[src/hdl/tlts_pkg.sv]
// Shared definitions for the token scanner: widths, token kind codes,
// character codes, reserved word tables and controller/datapath structs.
// No dependencies.
`timescale 1ns / 1ps

package tlts_pkg;

  localparam int CHAR_W = 8;
  localparam int KIND_W = 5;
  localparam int POS_W  = 5;
  localparam int LEN_W  = 6;
  localparam int NWORDS = 8;

  // Token kinds
  localparam logic [KIND_W-1:0] K_ENDFILE = 5'd0;
  localparam logic [KIND_W-1:0] K_ERROR   = 5'd1;
  localparam logic [KIND_W-1:0] K_IF      = 5'd2;
  localparam logic [KIND_W-1:0] K_ID      = 5'd10;
  localparam logic [KIND_W-1:0] K_NUM     = 5'd11;
  localparam logic [KIND_W-1:0] K_ASSIGN  = 5'd12;
  localparam logic [KIND_W-1:0] K_EQ      = 5'd13;
  localparam logic [KIND_W-1:0] K_LT      = 5'd14;
  localparam logic [KIND_W-1:0] K_PLUS    = 5'd15;
  localparam logic [KIND_W-1:0] K_MINUS   = 5'd16;
  localparam logic [KIND_W-1:0] K_TIMES   = 5'd17;
  localparam logic [KIND_W-1:0] K_OVER    = 5'd18;
  localparam logic [KIND_W-1:0] K_LPAREN  = 5'd19;
  localparam logic [KIND_W-1:0] K_RPAREN  = 5'd20;
  localparam logic [KIND_W-1:0] K_SEMI    = 5'd21;

  // Character codes
  localparam logic [CHAR_W-1:0] CH_COLON  = 8'h3A;
  localparam logic [CHAR_W-1:0] CH_EQ     = 8'h3D;
  localparam logic [CHAR_W-1:0] CH_LT     = 8'h3C;
  localparam logic [CHAR_W-1:0] CH_PLUS   = 8'h2B;
  localparam logic [CHAR_W-1:0] CH_MINUS  = 8'h2D;
  localparam logic [CHAR_W-1:0] CH_STAR   = 8'h2A;
  localparam logic [CHAR_W-1:0] CH_SLASH  = 8'h2F;
  localparam logic [CHAR_W-1:0] CH_LPAREN = 8'h28;
  localparam logic [CHAR_W-1:0] CH_RPAREN = 8'h29;
  localparam logic [CHAR_W-1:0] CH_SEMI   = 8'h3B;
  localparam logic [CHAR_W-1:0] CH_LBRACE = 8'h7B;
  localparam logic [CHAR_W-1:0] CH_RBRACE = 8'h7D;
  localparam logic [CHAR_W-1:0] CH_SPACE  = 8'h20;
  localparam logic [CHAR_W-1:0] CH_TAB    = 8'h09;
  localparam logic [CHAR_W-1:0] CH_LF     = 8'h0A;

  // Reserved words, stored reversed so that character 0 sits in the low byte
  localparam logic [47:0] RW_TEXT [NWORDS] = '{
    48'("fi"), 48'("neht"), 48'("esle"), 48'("dne"),
    48'("taeper"), 48'("litnu"), 48'("daer"), 48'("etirw")
  };
  localparam logic [2:0] RW_LEN [NWORDS] = '{
    3'd2, 3'd4, 3'd4, 3'd3, 3'd6, 3'd5, 3'd4, 3'd5
  };

  // Character p of reserved word w
  function automatic logic [CHAR_W-1:0] rw_byte(input logic [2:0] w, input logic [2:0] p);
    logic [47:0] t;
    t = RW_TEXT[w];
    case (p)
      3'd0:    return t[7:0];
      3'd1:    return t[15:8];
      3'd2:    return t[23:16];
      3'd3:    return t[31:24];
      3'd4:    return t[39:32];
      3'd5:    return t[47:40];
      default: return '0;
    endcase
  endfunction

  // Controller to datapath
  typedef struct packed {
    logic apply;          // run one scanner pass on the current character
    logic sel_latch;      // take the character from the latch, not the port
    logic latch_in;       // capture the incoming item
    logic idx_clear;      // restart lexeme readout
    logic idx_inc;        // advance lexeme readout
    logic out_load;       // load the output register
    logic again_pending;  // a second pass follows this token
  } tlts_cmd_t;

  // Datapath to controller
  typedef struct packed {
    logic emit;       // the pass finishes a token
    logic again;      // the character must be processed again from start
    logic out_free;   // output register can take an item
    logic last_char;  // readout index is at the final lexeme character
  } tlts_status_t;

endpackage

[src/hdl/tlts_ctrl.sv]
// Sequencing controller for the token scanner: input handshake, lexeme
// readout steps and the second pass. Depends on tlts_pkg.
`timescale 1ns / 1ps

module tlts_ctrl (
  input  logic                  clk,
  input  logic                  rst,
  input  logic                  s_tvalid,
  output logic                  s_tready,
  input  tlts_pkg::tlts_status_t status,
  output tlts_pkg::tlts_cmd_t    cmd
);
  import tlts_pkg::*;

  typedef enum logic [3:0] {
    C_IDLE  = 4'b0001,
    C_READ  = 4'b0010,
    C_PUT   = 4'b0100,
    C_PASS2 = 4'b1000
  } ctl_state_t;

  ctl_state_t state, state_next;
  logic       again_r, again_r_next;

  // Next state and commands
  always_comb begin
    state_next   = state;
    again_r_next = again_r;
    cmd          = '0;
    cmd.again_pending = again_r;
    s_tready     = 1'b0;
    case (state)
      C_IDLE: begin
        s_tready = 1'b1;
        if (s_tvalid) begin
          cmd.apply    = 1'b1;
          cmd.latch_in = 1'b1;
          if (status.emit) begin
            cmd.idx_clear = 1'b1;
            again_r_next  = status.again;
            state_next    = C_READ;
          end
        end
      end
      C_READ: begin
        state_next = C_PUT;
      end
      C_PUT: begin
        if (status.out_free) begin
          cmd.out_load = 1'b1;
          if (status.last_char) begin
            state_next = again_r ? C_PASS2 : C_IDLE;
          end else begin
            cmd.idx_inc = 1'b1;
            state_next  = C_READ;
          end
        end
      end
      C_PASS2: begin
        cmd.apply     = 1'b1;
        cmd.sel_latch = 1'b1;
        again_r_next  = 1'b0;
        if (status.emit) begin
          cmd.idx_clear = 1'b1;
          state_next    = C_READ;
        end else begin
          state_next = C_IDLE;
        end
      end
      default: begin
        state_next = C_IDLE;
      end
    endcase
  end

  always_ff @(posedge clk) begin
    if (rst) begin
      state   <= C_IDLE;
      again_r <= 1'b0;
    end else begin
      state   <= state_next;
      again_r <= again_r_next;
    end
  end

endmodule

[src/hdl/tlts_datapath.sv]
// Scanner datapath: automaton state, lexeme buffer memory, reserved word
// match flags, readout index and output register. Depends on tlts_pkg.
`timescale 1ns / 1ps

module tlts_datapath #(
  parameter int MAX_LEXEME = 32
) (
  input  logic                   clk,
  input  logic                   rst,
  input  logic [7:0]             s_tdata,
  input  logic                   s_tuser,
  input  tlts_pkg::tlts_cmd_t    cmd,
  output tlts_pkg::tlts_status_t status,
  output logic                   m_tvalid,
  input  logic                   m_tready,
  output logic [23:0]            m_tdata,
  output logic [5:0]             m_tuser,
  output logic                   m_tlast
);
  import tlts_pkg::*;

  localparam int CW = $clog2(MAX_LEXEME + 1);
  localparam int AW = $clog2(MAX_LEXEME);

  typedef enum logic [4:0] {
    SC_START   = 5'b00001,
    SC_ASSIGN  = 5'b00010,
    SC_COMMENT = 5'b00100,
    SC_NUM     = 5'b01000,
    SC_ID      = 5'b10000
  } scan_state_t;

  scan_state_t       scan_state, st_next;
  logic [CW-1:0]     count, count_next, base_count;
  logic [NWORDS-1:0] match, match_next, base_match;
  logic [CHAR_W-1:0] char_l;
  logic              eof_l;
  logic [CHAR_W-1:0] lex_mem [MAX_LEXEME];
  logic [CHAR_W-1:0] rd_data;
  logic [AW-1:0]     idx;
  logic [KIND_W-1:0] kind_l, kind, word_kind;
  logic [CHAR_W-1:0] cur_c;
  logic              cur_eof;
  logic              keep, clear, emit, again, keep_ok;
  logic              is_digit, is_alpha, is_ws, l_starts, start_emits;
  logic              last_char;

  logic [CHAR_W-1:0] out_char;
  logic [POS_W-1:0]  out_pos;
  logic [LEN_W-1:0]  out_len;
  logic [KIND_W-1:0] out_kind;
  logic              out_end, out_run_last;

  // Kind of a one-character token
  function automatic logic [KIND_W-1:0] single_kind(input logic [CHAR_W-1:0] c);
    case (c)
      CH_EQ:     return K_EQ;
      CH_LT:     return K_LT;
      CH_PLUS:   return K_PLUS;
      CH_MINUS:  return K_MINUS;
      CH_STAR:   return K_TIMES;
      CH_SLASH:  return K_OVER;
      CH_LPAREN: return K_LPAREN;
      CH_RPAREN: return K_RPAREN;
      CH_SEMI:   return K_SEMI;
      default:   return K_ERROR;
    endcase
  endfunction

  // Select the character for this pass
  assign cur_c   = cmd.sel_latch ? char_l : s_tdata;
  assign cur_eof = cmd.sel_latch ? eof_l : s_tuser;

  assign is_digit = (cur_c >= 8'h30) && (cur_c <= 8'h39);
  assign is_alpha = ((cur_c >= 8'h41) && (cur_c <= 8'h5A)) ||
                    ((cur_c >= 8'h61) && (cur_c <= 8'h7A));
  assign is_ws    = (cur_c == CH_SPACE) || (cur_c == CH_TAB) || (cur_c == CH_LF);

  // Does the latched character, seen from start, finish a token
  assign l_starts = ((char_l >= 8'h30) && (char_l <= 8'h39)) ||
                    ((char_l >= 8'h41) && (char_l <= 8'h5A)) ||
                    ((char_l >= 8'h61) && (char_l <= 8'h7A)) ||
                    (char_l == CH_COLON) || (char_l == CH_SPACE) ||
                    (char_l == CH_TAB) || (char_l == CH_LF) || (char_l == CH_LBRACE);
  assign start_emits = eof_l || !l_starts;

  // Reserved word lookup on the stored lexeme, first match wins
  always_comb begin
    word_kind = K_ID;
    for (int i = NWORDS - 1; i >= 0; i--) begin
      if (match[i] && (count == CW'(RW_LEN[i]))) begin
        word_kind = KIND_W'(int'(K_IF) + i);
      end
    end
  end

  // Scanner automaton, one pass
  always_comb begin
    st_next = scan_state;
    keep    = 1'b0;
    clear   = 1'b0;
    emit    = 1'b0;
    again   = 1'b0;
    kind    = K_ERROR;
    case (scan_state)
      SC_START: begin
        clear = 1'b1;
        if (cur_eof) begin
          emit = 1'b1;
          kind = K_ENDFILE;
        end else if (is_digit) begin
          keep    = 1'b1;
          st_next = SC_NUM;
        end else if (is_alpha) begin
          keep    = 1'b1;
          st_next = SC_ID;
        end else if (cur_c == CH_COLON) begin
          keep    = 1'b1;
          st_next = SC_ASSIGN;
        end else if (is_ws) begin
          st_next = SC_START;
        end else if (cur_c == CH_LBRACE) begin
          st_next = SC_COMMENT;
        end else begin
          keep = 1'b1;
          emit = 1'b1;
          kind = single_kind(cur_c);
        end
      end
      SC_COMMENT: begin
        if (cur_eof) begin
          clear   = 1'b1;
          emit    = 1'b1;
          kind    = K_ENDFILE;
          st_next = SC_START;
        end else if (cur_c == CH_RBRACE) begin
          st_next = SC_START;
        end
      end
      SC_ASSIGN: begin
        st_next = SC_START;
        emit    = 1'b1;
        if (!cur_eof && (cur_c == CH_EQ)) begin
          keep = 1'b1;
          kind = K_ASSIGN;
        end else begin
          kind  = K_ERROR;
          again = 1'b1;
        end
      end
      SC_NUM: begin
        if (!cur_eof && is_digit) begin
          keep = 1'b1;
        end else begin
          st_next = SC_START;
          emit    = 1'b1;
          again   = 1'b1;
          kind    = K_NUM;
        end
      end
      SC_ID: begin
        if (!cur_eof && is_alpha) begin
          keep = 1'b1;
        end else begin
          st_next = SC_START;
          emit    = 1'b1;
          again   = 1'b1;
          kind    = word_kind;
        end
      end
      default: begin
        st_next = SC_START;
        clear   = 1'b1;
      end
    endcase
  end

  // Lexeme count and reserved word flags after this pass
  assign base_count = clear ? '0 : count;
  assign base_match = clear ? '1 : match;
  assign keep_ok    = keep && (base_count < CW'(MAX_LEXEME));
  assign count_next = base_count + CW'(keep_ok);

  always_comb begin
    match_next = base_match;
    if (keep_ok) begin
      for (int i = 0; i < NWORDS; i++) begin
        match_next[i] = base_match[i] && (base_count < CW'(RW_LEN[i])) &&
                        (cur_c == rw_byte(3'(i), base_count[2:0]));
      end
    end
  end

  // Automaton registers
  always_ff @(posedge clk) begin
    if (rst) begin
      scan_state <= SC_START;
      count      <= '0;
      match      <= '1;
    end else if (cmd.apply) begin
      scan_state <= st_next;
      count      <= count_next;
      match      <= match_next;
    end
  end

  // Input latch and kind of the token being read out
  always_ff @(posedge clk) begin
    if (cmd.latch_in) begin
      char_l <= s_tdata;
      eof_l  <= s_tuser;
    end
    if (cmd.apply && emit) begin
      kind_l <= kind;
    end
  end

  // Lexeme buffer: one write port, one registered read port
  always_ff @(posedge clk) begin
    if (cmd.apply && keep_ok) begin
      lex_mem[base_count[AW-1:0]] <= cur_c;
    end
    rd_data <= lex_mem[idx];
  end

  // Readout index
  always_ff @(posedge clk) begin
    if (rst) begin
      idx <= '0;
    end else if (cmd.idx_clear) begin
      idx <= '0;
    end else if (cmd.idx_inc) begin
      idx <= idx + AW'(1);
    end
  end

  assign last_char = (count == '0) || ((CW'(idx) + CW'(1)) == count);

  // Output item fields
  assign out_kind     = kind_l;
  assign out_char     = (count == '0) ? '0 : rd_data;
  assign out_pos      = POS_W'(idx);
  assign out_len      = LEN_W'(count);
  assign out_end      = last_char;
  assign out_run_last = last_char && !(cmd.again_pending && start_emits);

  // Output register
  always_ff @(posedge clk) begin
    if (rst) begin
      m_tvalid <= 1'b0;
    end else if (cmd.out_load) begin
      m_tvalid <= 1'b1;
    end else if (m_tready) begin
      m_tvalid <= 1'b0;
    end
  end

  always_ff @(posedge clk) begin
    if (cmd.out_load) begin
      m_tdata <= {5'b0, out_len, out_pos, out_char};
      m_tuser <= {out_end, out_kind};
      m_tlast <= out_run_last;
    end
  end

  assign status.emit      = emit;
  assign status.again     = again;
  assign status.out_free  = !m_tvalid || m_tready;
  assign status.last_char = last_char;

endmodule

[src/hdl/tiny_language_token_scanner.sv]
// Top level of the token scanner: joins the sequencing controller and the
// scanner datapath. Depends on tlts_pkg, tlts_ctrl and tlts_datapath.
`timescale 1ns / 1ps

// Scanner for a small teaching language. Each input item carries one source
// character, or an end-of-input flag. Each finished token leaves as a run of
// output items, one per stored lexeme character (ENDFILE: one empty item);
// tlast marks the final item caused by one input item. A character that
// finishes no token leaves no output and the scanner stays ready for the
// next one. The lexeme buffer is a memory with one registered read port, so
// each output item, the empty ENDFILE item too, costs a read step and an
// output load step. A character that ends a number, identifier or bad
// assign is scanned again from start in a second pass, which reads out a
// further token if it also finishes one. Input is not taken while a token is
// read out, and a stalled output extends the readout.
module tiny_language_token_scanner #(
  parameter int MAX_LEXEME = 32
) (
  input  logic        clk,
  input  logic        rst,
  input  logic        s_tvalid,
  output logic        s_tready,
  input  logic [7:0]  s_tdata,   // [7:0] char_code
  input  logic        s_tuser,   // [0] end_of_input
  output logic        m_tvalid,
  input  logic        m_tready,
  output logic [23:0] m_tdata,   // [7:0] lexeme_char, [12:8] char_position,
                                 // [18:13] lexeme_length, [23:19] zero
  output logic [5:0]  m_tuser,   // [4:0] token_kind, [5] token_end
  output logic        m_tlast    // run_last
);
  import tlts_pkg::*;

  tlts_cmd_t    cmd;
  tlts_status_t status;

  tlts_ctrl u_ctrl (
    .clk      (clk),
    .rst      (rst),
    .s_tvalid (s_tvalid),
    .s_tready (s_tready),
    .status   (status),
    .cmd      (cmd)
  );

  tlts_datapath #(
    .MAX_LEXEME (MAX_LEXEME)
  ) u_datapath (
    .clk      (clk),
    .rst      (rst),
    .s_tdata  (s_tdata),
    .s_tuser  (s_tuser),
    .cmd      (cmd),
    .status   (status),
    .m_tvalid (m_tvalid),
    .m_tready (m_tready),
    .m_tdata  (m_tdata),
    .m_tuser  (m_tuser),
    .m_tlast  (m_tlast)
  );

endmodule
[config.mk]
export PLATFORM = sky130hd
export DESIGN_NAME = tiny_language_token_scanner
export DESIGN_NICKNAME = d
export VERILOG_FILES = /design/src/hdl/tlts_pkg.sv /design/src/hdl/tlts_ctrl.sv /design/src/hdl/tlts_datapath.sv /design/src/hdl/tiny_language_token_scanner.sv
export SDC_FILE = /design/constraint.sdc
export NUM_CORES = 1
export LEC_CHECK = 0
export ABC_AREA = 1
export BUFFER_PORTS_ARGS = -buffer_cell sky130_fd_sc_hd__buf_2
export CORE_AREA = 10 10 145 180
export CTS_BUF_LIST = sky130_fd_sc_hd__clkbuf_16
export DETAILED_ROUTE_END_ITERATION = 12
export DIE_AREA = 0 0 155 190
export GPL_TIMING_DRIVEN = 0
export PLACE_DENSITY = 0.85
export SLEW_MARGIN = 30
export SYNTH_ARGS = -nofsm -noshare
export SYNTH_HDL_FRONTEND = slang
export SYNTH_HIERARCHICAL = 1
export SYNTH_SLANG_ARGS = --single-unit
export TNS_END_PERCENT = 1
[constraint.sdc]
create_clock -name clk -period 11.3 [get_ports clk]
set_clock_uncertainty 0.15 [all_clocks]
set_input_delay 2.26 -clock clk [delete_from_list [all_inputs] [get_ports clk]]
set_output_delay 2.26 -clock clk [all_outputs]
set_load 0.02 [all_outputs]
* Word-level counts from Yosys, hierarchy flattened *
Memories as Yosys holds them, arrays and structs flattened. A register that Yosys moved wholly into a read port is not among the register bits.
Index checks and enable logic that the tools add are counted.

cells by class
  $add $sub $neg = 3
  order comparisons = 18
  eq/ne operators = 56
  multiplexer cells = 98
  reductions and logical operators = 66

operators by type and width
  cell                  count
  $pmux W7 S5           3
  $eq A8 B6 Y1 const B  13
  $mux W8               11
  $mux W5               16
  $eq A8 B8 Y1          8
  $mux W4               14
  $pmux W7 S4           2
  $pmux W5 S9           1
  $pmux W7 S3           2
  $logic_and A1 B1 Y1   38
  $eq A8 B4 Y1 const B  4
  $ge A8 B7 Y1 const B  4
  $le A8 B7 Y1 const B  4
  $mux W1               31
  $pmux W5 S5           1
  $eq A8 B7 Y1 const B  3
  $pmux W5 S4           1
  $eq A6 B3 Y1 const B  3
  $lt A6 B3 Y1 const B  3
  $ge A8 B6 Y1 const B  2
  $le A8 B6 Y1 const B  2
  $pmux W4 S4           1
  $pmux W7 S2           1
  $logic_or A1 B1 Y1    13
  other kinds (37)      60

storage, ports and cells
  register bits = 70
  RAM bits = 256
  input port bits = 13
  output and inout port bits = 33
  word-level logic and storage cells = 256
  memories = 1

memories
  name                depth  bits a word  rd ports  clocked after Yosys merged registers in  write ports  line                 text
  u_datapath.lex_mem  32     8            1         1                                        1            tlts_datapath.sv:38  logic [CHAR_W-1:0] lex_mem [MAX_LEXEME];

* Logic depth before layout (Yosys ltp) *
Gate-level depths: netlist of the first run.

  word-level depth = 17
  mapped depth = 26
  mapped depth without buffers = 23

* Modules after synthesis *
Netlist of the first run, hierarchy kept.

by module, submodules not included
  module         instances  cells each  area each (µm²)  seq. area each (µm²)
  tlts_datapath  1          1366        14505.2          9549.2
  tlts_ctrl      1          67          402.9            100.1

* Worst setup path after synthesis of the first run *
Ideal clock, no wire load.

  kind = input -> register
  start = input port s_tdata[6]
  end = memory u_datapath.lex_mem[17][0], enable pin
  setup time = 370 ps
  data arrival time = 4937 ps
  slack = 5843 ps
  cell stages on the path = 13
  buffers on the path = 1
  path through = inv_1 > o21ai_1 > inv_1 > nand2_1 > nor2_1 > nand2_1 > nand4_1 > nand2_1 > nor2_1 > nor3_4 > buf_4 > nand2_1 > nor2_1

between the ends
  longest elaborated chain between the ends = 14

ends and longest elaborated chain
  item                                                  line                               text
  from (decl)                                           tiny_language_token_scanner.sv:23  input logic [7:0] s_tdata,
  $mux W8 (*)                                           tlts_datapath.sv:71                assign cur_c = cmd.sel_latch ? char_l : s_tdata;
  net u_datapath.cur_c[6]                               tlts_datapath.sv:42                logic [CHAR_W-1:0] cur_c;
  branches (longest 8 deep; another with $ge A8 B7 Y1)  -
  $pmux W1 S4 (*)                                       tlts_datapath.sv:105               case (scan_state)
  $logic_and A1 B1 Y1 (*)                               tlts_datapath.sv:181               assign keep_ok = keep && (base_count < CW'(MAX_LEXEME));
  $logic_and A1 B1 Y1 (*)                               tlts_datapath.sv:220               if (cmd.apply && keep_ok) begin
  $mux W1 (*)                                           tlts_datapath.sv:220
  $mux W1 (implied by the code) (*)                     tlts_datapath.sv:221               lex_mem[base_count[AW-1:0]] <= cur_c;
  to (decl)                                             tlts_datapath.sv:38

Mark *: on every way through the listed nets, which the timed path passes.

* Final worst setup path of the first run *
  start = input port s_tdata[2]
  end = memory u_datapath.lex_mem[15][4], enable pin

Same word-level chain as after synthesis.

==> impl_metrics.toml, run 1 <==
[pwr]
power_density_nw_per_um2 = 177
power_mw = 2.94
switching_share_pct = 29.3
power_frac_seq_pct = 49.5
ir_drop_uv = 167
power.switching_uw = 861
power_leakage_nw = 6.15
pwr-share-comb_pct = 19.0
p_clk_share_pct = 31.5
internal_power_mw = 2.08

[critical_path]
cp_max_fo = 41
path_class = "input pin to flop"
reg2regPathDepth = 18
critPathMaxStageDelay_ns = 0.82
path_delay_family = "simple AND/OR/NAND/NOR gates"
cp_num_cells = 14
critPathSlowestCell = "nor2_1"
path_cells = "buf_2 -> inv_1 -> o21ai_1 -> buf_2 -> nor2_1 -> nand2_1 -> nand3_1 -> nand2_1 -> nand4_1 -> nand2_1 -> nor2_1 -> nor3_4 -> nand3_2 -> nor2_1"
cp-start-kind = "input pin"
path_buf_inv = 3
crit_path_end_kind = "flop"
crit_arrival_ns = 5.84
worstPathRequired_ns = 11.32

[clock_tree]
root_buffer = "clkbuf_16"
cts_tree = "built"
cts_buffers = 30
clk_pin_slew_ns = 0.06
htreeDepth = 1
hold_buffers = 0
cts_resized = 0
insertion_delay_ns = 0.56
cts.path.max_buffers = 3
cts_sinks = 334
cts_setup_buffers = 0

[yosys]
syn_area_per_cell_um2 = 10.4
synth_ff_type = "edfxtp_1"
synth_cell_types = 48
synth_area_um2 = 14900
syn_inst = 1433
yosys_warnings = 6
async_flop_share_pct = 0
synth_edf_count = 296
ys_ff_latch = 334
yosysSeqAreaShare_pct = 64.7

[placement]
dp.cells = 1776
gp_congestion = 1.02
io_buffers = 40
dp_hpwl_um = 32200

[detailed_routing]
wirelength_um = 45900
drc = 0
drt_pre_antenna_iters = 9
drtAntennaViolNets = 0
viasPerCell = 6.51
vias = 11900
detail_route.wl_per_cell_um = 25.1
drt_iter0_drc = 1501

[sta]
rsz0062_at_grt = "no"
final-setup-viol-count = 0
final-hold-violation-count = 0
min_period_over_period_pct = 51.5
fmax_mhz = 172
tightest_slew_ns = 1.00
finalCriticalPeriod_ns = 5.82
tns_ns = 0
slew_headroom_pct = 33.1
slew_violations = 0
fin_hold_ws_ns = 0.276

[finish]
multi_input_area_um2 = 4590
syn_to_final_growth_pct = 11.4
final_common_cell = "edfxtp_1"
fill_cells = 1575
final_cells = 1831
nets = 1536
register_area_um2 = 9650
mostFrequentLayoutCells = "296 x edfxtp_1, 275 x nor2_1, 206 x nand2_1"
drive_above_1_share_pct = 9.47

[floorplanning]
initial_core_util_pct = 65.6
die_w_um = 155
die_y_um = 190
core_um2 = 22700
fp.dieArea_um2 = 29500
io_pins = 46
rows = 62

[grt]
grt_pass1_vias = 11700
overflow = 0
antenna_found_initial = 1
grt_max_degree = 42
grt_pass1_wl_um = 68200
grt_usage_pct = 30.4

[outcome]
status = "finished clean"

[worst_hold_path]
hp-class = "flop to flop"
hold_path_depth = 0

[job]
cap_violations = 0
[power by group through the flow]
stage          registers, mW  clock network (mW)  logic (mW)
2_1_floorplan           1.48                   0       0.366
3_3_place_gp            1.48                   0       0.520
3_5_place_dp            1.48                   0       0.542
4_1_cts                 1.46               0.931       0.545
5_1_grt                 1.46               0.979       0.605
6_report                1.46               0.926       0.559
[stage by stage]
step | utilization [%] | setup slack (ns) | cell area (um2)
detailed placement | 69.2 | 4.92 | 15700
floorplan | - | 5.84 | 14900
global route | 73.1 | 5.31 | 16600
CTS | 73.1 | 5.51 | 16600
global placement | 68.1 | 3.92 | 15500
finish | 73.1 | 5.48 | 16600
[path summary, 6_finish.rpt]
path                            slack, ns                           start                                   to
worst max-delay path                 5.48                      s_tdata[2]  u_datapath/lex_mem[15][4]$_DFFE_PP_
worst min-delay path                 0.28  u_datapath/kind_l[4]$_DFFE_PP_      u_datapath/m_tuser[4]$_DFFE_PP_
worst max register to register       6.07    u_ctrl/state[0]$_SDFFE_PP1P_  u_datapath/lex_mem[15][4]$_DFFE_PP_
worst min register to register       0.28  u_datapath/kind_l[4]$_DFFE_PP_      u_datapath/m_tuser[4]$_DFFE_PP_
[per-layer routing]
layer / GRT usage (%) / up-vias / routed length, um
met5: 0 / - / 0
met4: 20.5 / 0 / 3360
met3: 6.08 / 196 / 5230
met2: 52.0 / 916 / 22700
met1: 33.7 / 5579 / 14600
li1: - / 5228 / -
[flip-flops by register name, indices dropped and copies added (netlist names)]
| signal | count |
|---|---|
| u_datapath/m_tuser | 6 |
| u_datapath/idx | 5 |
| u_datapath/eof_l | 1 |
| u_datapath/m_tlast | 1 |
| u_datapath/char_l | 8 |
| u_datapath/kind_l | 5 |
| u_ctrl/again_r | 1 |
| u_datapath/scan_state | 5 |
| u_datapath/rd_data | 8 |
| u_ctrl/state | 4 |
| u_datapath/count | 6 |
| u_datapath/m_tvalid | 1 |
| u_datapath/lex_mem | 256 |
| u_datapath/match | 8 |
| u_datapath/m_tdata | 19 |
[cells by family (layout without fill, tap and decap cells)]
group	after synthesis	after routing	synth area share, %
simple gates	608	608	17.1
flops	334	334	64.7
other cells	1	6	0.0252
compound gates	294	294	12.2
fa+ha+maj	3	3	0.252
xor+xnor	15	15	0.881
buf+inv	178	283	4.84
[cell usage after synthesis, drive strengths merged (12+ instances only)]
| cell type | number | area, um2 |
|---|---|---|
| dfxtp | 38 | 761 |
| inv | 100 | 375 |
| xor2 | 14 | 123 |
| a21oi | 21 | 116 |
| clkbuf | 57 | 214 |
| nand2 | 213 | 822 |
| o21ai | 174 | 905 |
| buf | 20 | 129 |
| nand3 | 68 | 345 |
| nor2 | 285 | 1120 |
| o221ai | 52 | 455 |
| nand4 | 19 | 119 |
| o22ai | 12 | 75.1 |
| edfxtp | 296 | 8890 |
[final cells by class]
class | instances | share of cell area (%)
sequential | 334 | 58.1
multi-input combinational | 925 | 27.6
clock buffer | 31 | 4.67
timing repair buffer | 51 | 2.44
inverter | 101 | 2.28
tap | 288 | 2.17
buffer | 77 | 2.06
clock inverter | 23 | 0.678
antenna | 1 | 0.0151
(Power assumes the default switching activity.)
==> run 2, diff against run 1 <==
--- a/config.mk
+++ b/config.mk
@@ -7,12 +7,12 @@
 export LEC_CHECK = 0
 export ABC_AREA = 1
 export BUFFER_PORTS_ARGS = -buffer_cell sky130_fd_sc_hd__buf_2
-export CORE_AREA = 10 10 145 180
+export CORE_AREA = 10 10 157 196
 export CTS_BUF_LIST = sky130_fd_sc_hd__clkbuf_16
 export DETAILED_ROUTE_END_ITERATION = 12
-export DIE_AREA = 0 0 155 190
+export DIE_AREA = 0 0 167 206
 export GPL_TIMING_DRIVEN = 0
-export PLACE_DENSITY = 0.85
+export PLACE_DENSITY = 0.76
 export SLEW_MARGIN = 30
 export SYNTH_ARGS = -nofsm -noshare
 export SYNTH_HDL_FRONTEND = slang
==> constraint.sdc (replaced) <==
create_clock -name clk -period 5.2 [get_ports clk]
set_clock_uncertainty 0.15 [all_clocks]
set_input_delay 1.04 -clock clk [delete_from_list [all_inputs] [get_ports clk]]
set_output_delay 1.04 -clock clk [all_outputs]
set_load 0.02 [all_outputs]
==> impl_metrics.toml, run 2 (synthesized netlist as in run 1, its figures left out) <==
[outcome]
status = "finished clean"

[detailed_routing]
drt_iter0_drc = 1681
wirelength_um = 44200
drc = 0
detail_route.wl_per_cell_um = 23.3
vias = 11700
drt_pre_antenna_iters = 6
drtAntennaViolNets = 0
viasPerCell = 6.18

[critical_path]
cp-startpoint = "u_ctrl/state[0]$_SDFFE_PP1P_"
cp_max_fo = 41
rr_startpoint = "u_ctrl/state[0]$_SDFFE_PP1P_"
worstPathRequired_ns = 5.19
cp-start-kind = "flop"
path_class = "flop to flop"
crit_path_end_kind = "flop"
crit_arrival_ns = 4.95

[sta]
min_period_over_period_pct = 95.3
rsz0062_at_grt = "yes"
final-setup-viol-count = 0
finalCriticalPeriod_ns = 4.96
slew_headroom_pct = 31.0
final-hold-violation-count = 0
slew_violations = 0
fmax_mhz = 202
tightest_slew_ns = 1.03
fin_hold_ws_ns = 0.267

[placement]
dp.cells = 1837
io_buffers = 40
gp_congestion = 1.04
dp_hpwl_um = 30800
placedInstanceArea_um2 = 15800

[pwr]
power_density_nw_per_um2 = 399
power_leakage_nw = 6.23
power_mw = 6.74
ir_drop_uv = 375

[floorplanning]
io_pins = 46
die_w_um = 167
fp.dieArea_um2 = 34400
rows = 68
die_y_um = 206
core_um2 = 27100
initial_core_util_pct = 54.9

[clock_tree]
cts_setup_buffers = 0
hold_buffers = 0
insertion_delay_ns = 0.51
clk_pin_slew_ns = 0.06
cts_resized = 0
htreeDepth = 2
root_buffer = "clkbuf_16"
cts_tree = "built"
cts.path.max_buffers = 3
cts_buffers = 34
cts_sinks = 334

[finish]
drive_above_1_share_pct = 10.3
fin_area_um2 = 16900
largest_register_ffs = 256
final_common_cell = "edfxtp_1"
fill_cells = 2130
nets = 1539
multi_input_area_um2 = 4590
mostFrequentLayoutCells = "296 x edfxtp_1, 274 x nor2_1, 206 x nand2_1"
antenna_cells = 0
final_cells = 1898
register_area_um2 = 9650
syn_to_final_growth_pct = 13.4

[grt]
grt_usage_pct = 25.2
grt_pass1_wl_um = 67000
antenna_found_initial = 0
grt_pass1_vias = 11500
overflow = 0
grt_max_degree = 42

[worst_hold_path]
hp-class = "flop to flop"
min_from = "u_datapath/kind_l[4]$_DFFE_PP_"

[job]
cap_violations = 0
run 2: cell count changes in the layout (fill, tap and decap cells not counted), moves of 2 or more:
cell / previous run / this run
clkbuf_16: 31 / 37
clkinv_1: 6 / 2
clkinvlp_4: 2 / 5
inv_1: 103 / 100
inv_6: 1 / 4
buf_8: 3 / 1
clkinv_2: 3 / 5
clkinv_4: 2 / 0
run 2: area by class of cell:
cell class | instances | area share [%]
plain buffers | 77 | 2.03
repair buffers | 50 | 2.41
well taps | 350 | 2.59
inverters | 101 | 2.24
clock buffers | 37 | 5.48
clock inverters | 24 | 1.03
multi-input cells | 925 | 27.1
flip-flops and latches | 334 | 57.1
run 2: per-layer routing:
layer	share of wire (%)	routed length (um)	global-route usage, %
met4	6.1	2700	15.2
met2	50	22200	44.3
met1	33	14800	28.3
met3	10	4510	3.98
met5	0	0	0
run 2: stage by stage:
step / setup TNS (ns) / util (%) / worst slack (ns)
6_report: 0 / 62.3 / 0.245
5_1_grt: -0.324 / 62.3 / -0.0252
4_1_cts: 0 / 62.3 / 0.319
3_5_place_dp: 0 / 58.2 / 0.348
3_3_place_gp: -217.50 / 57.3 / -0.954
2_1_floorplan: 0 / - / 0.963
run 2: worst paths after layout:
check	to	slack (ns)	cells after the start
worst max-delay path	u_datapath/lex_mem[5][1]$_DFFE_PP_	0.24	18
worst min-delay path	u_datapath/m_tuser[4]$_DFFE_PP_	0.27	0
worst max register to register	u_datapath/lex_mem[5][1]$_DFFE_PP_	0.24	18
worst min register to register	u_datapath/m_tuser[4]$_DFFE_PP_	0.27	0
run 2: power by group:
group | switching (mW) | total (mW) | internal [mW]
Combinational | 0.859 | 1.21 | 0.351
Clock | 1.02 | 2.37 | 1.35
Sequential | 0.0644 | 3.16 | 3.10
run 2: critical path, stage by stage, from the launching register on:
cell and delay [ns]:
dfxtp_1 0.33, inv_1 0.08, nand2_2 0.09, nor2_2 0.25, buf_2 0.28, buf_4 0.23
nand2_1 0.06, o21ai_1 0.11, buf_2 0.70, nor2_1 0.19, nand2_1 0.11, nand3_1 0.07
nand2_1 0.12, nand4_1 0.09, nand2_1 0.12, nor2_1 0.08, nor3_4 0.29, nand3_1 0.43
nor2_1 0.78
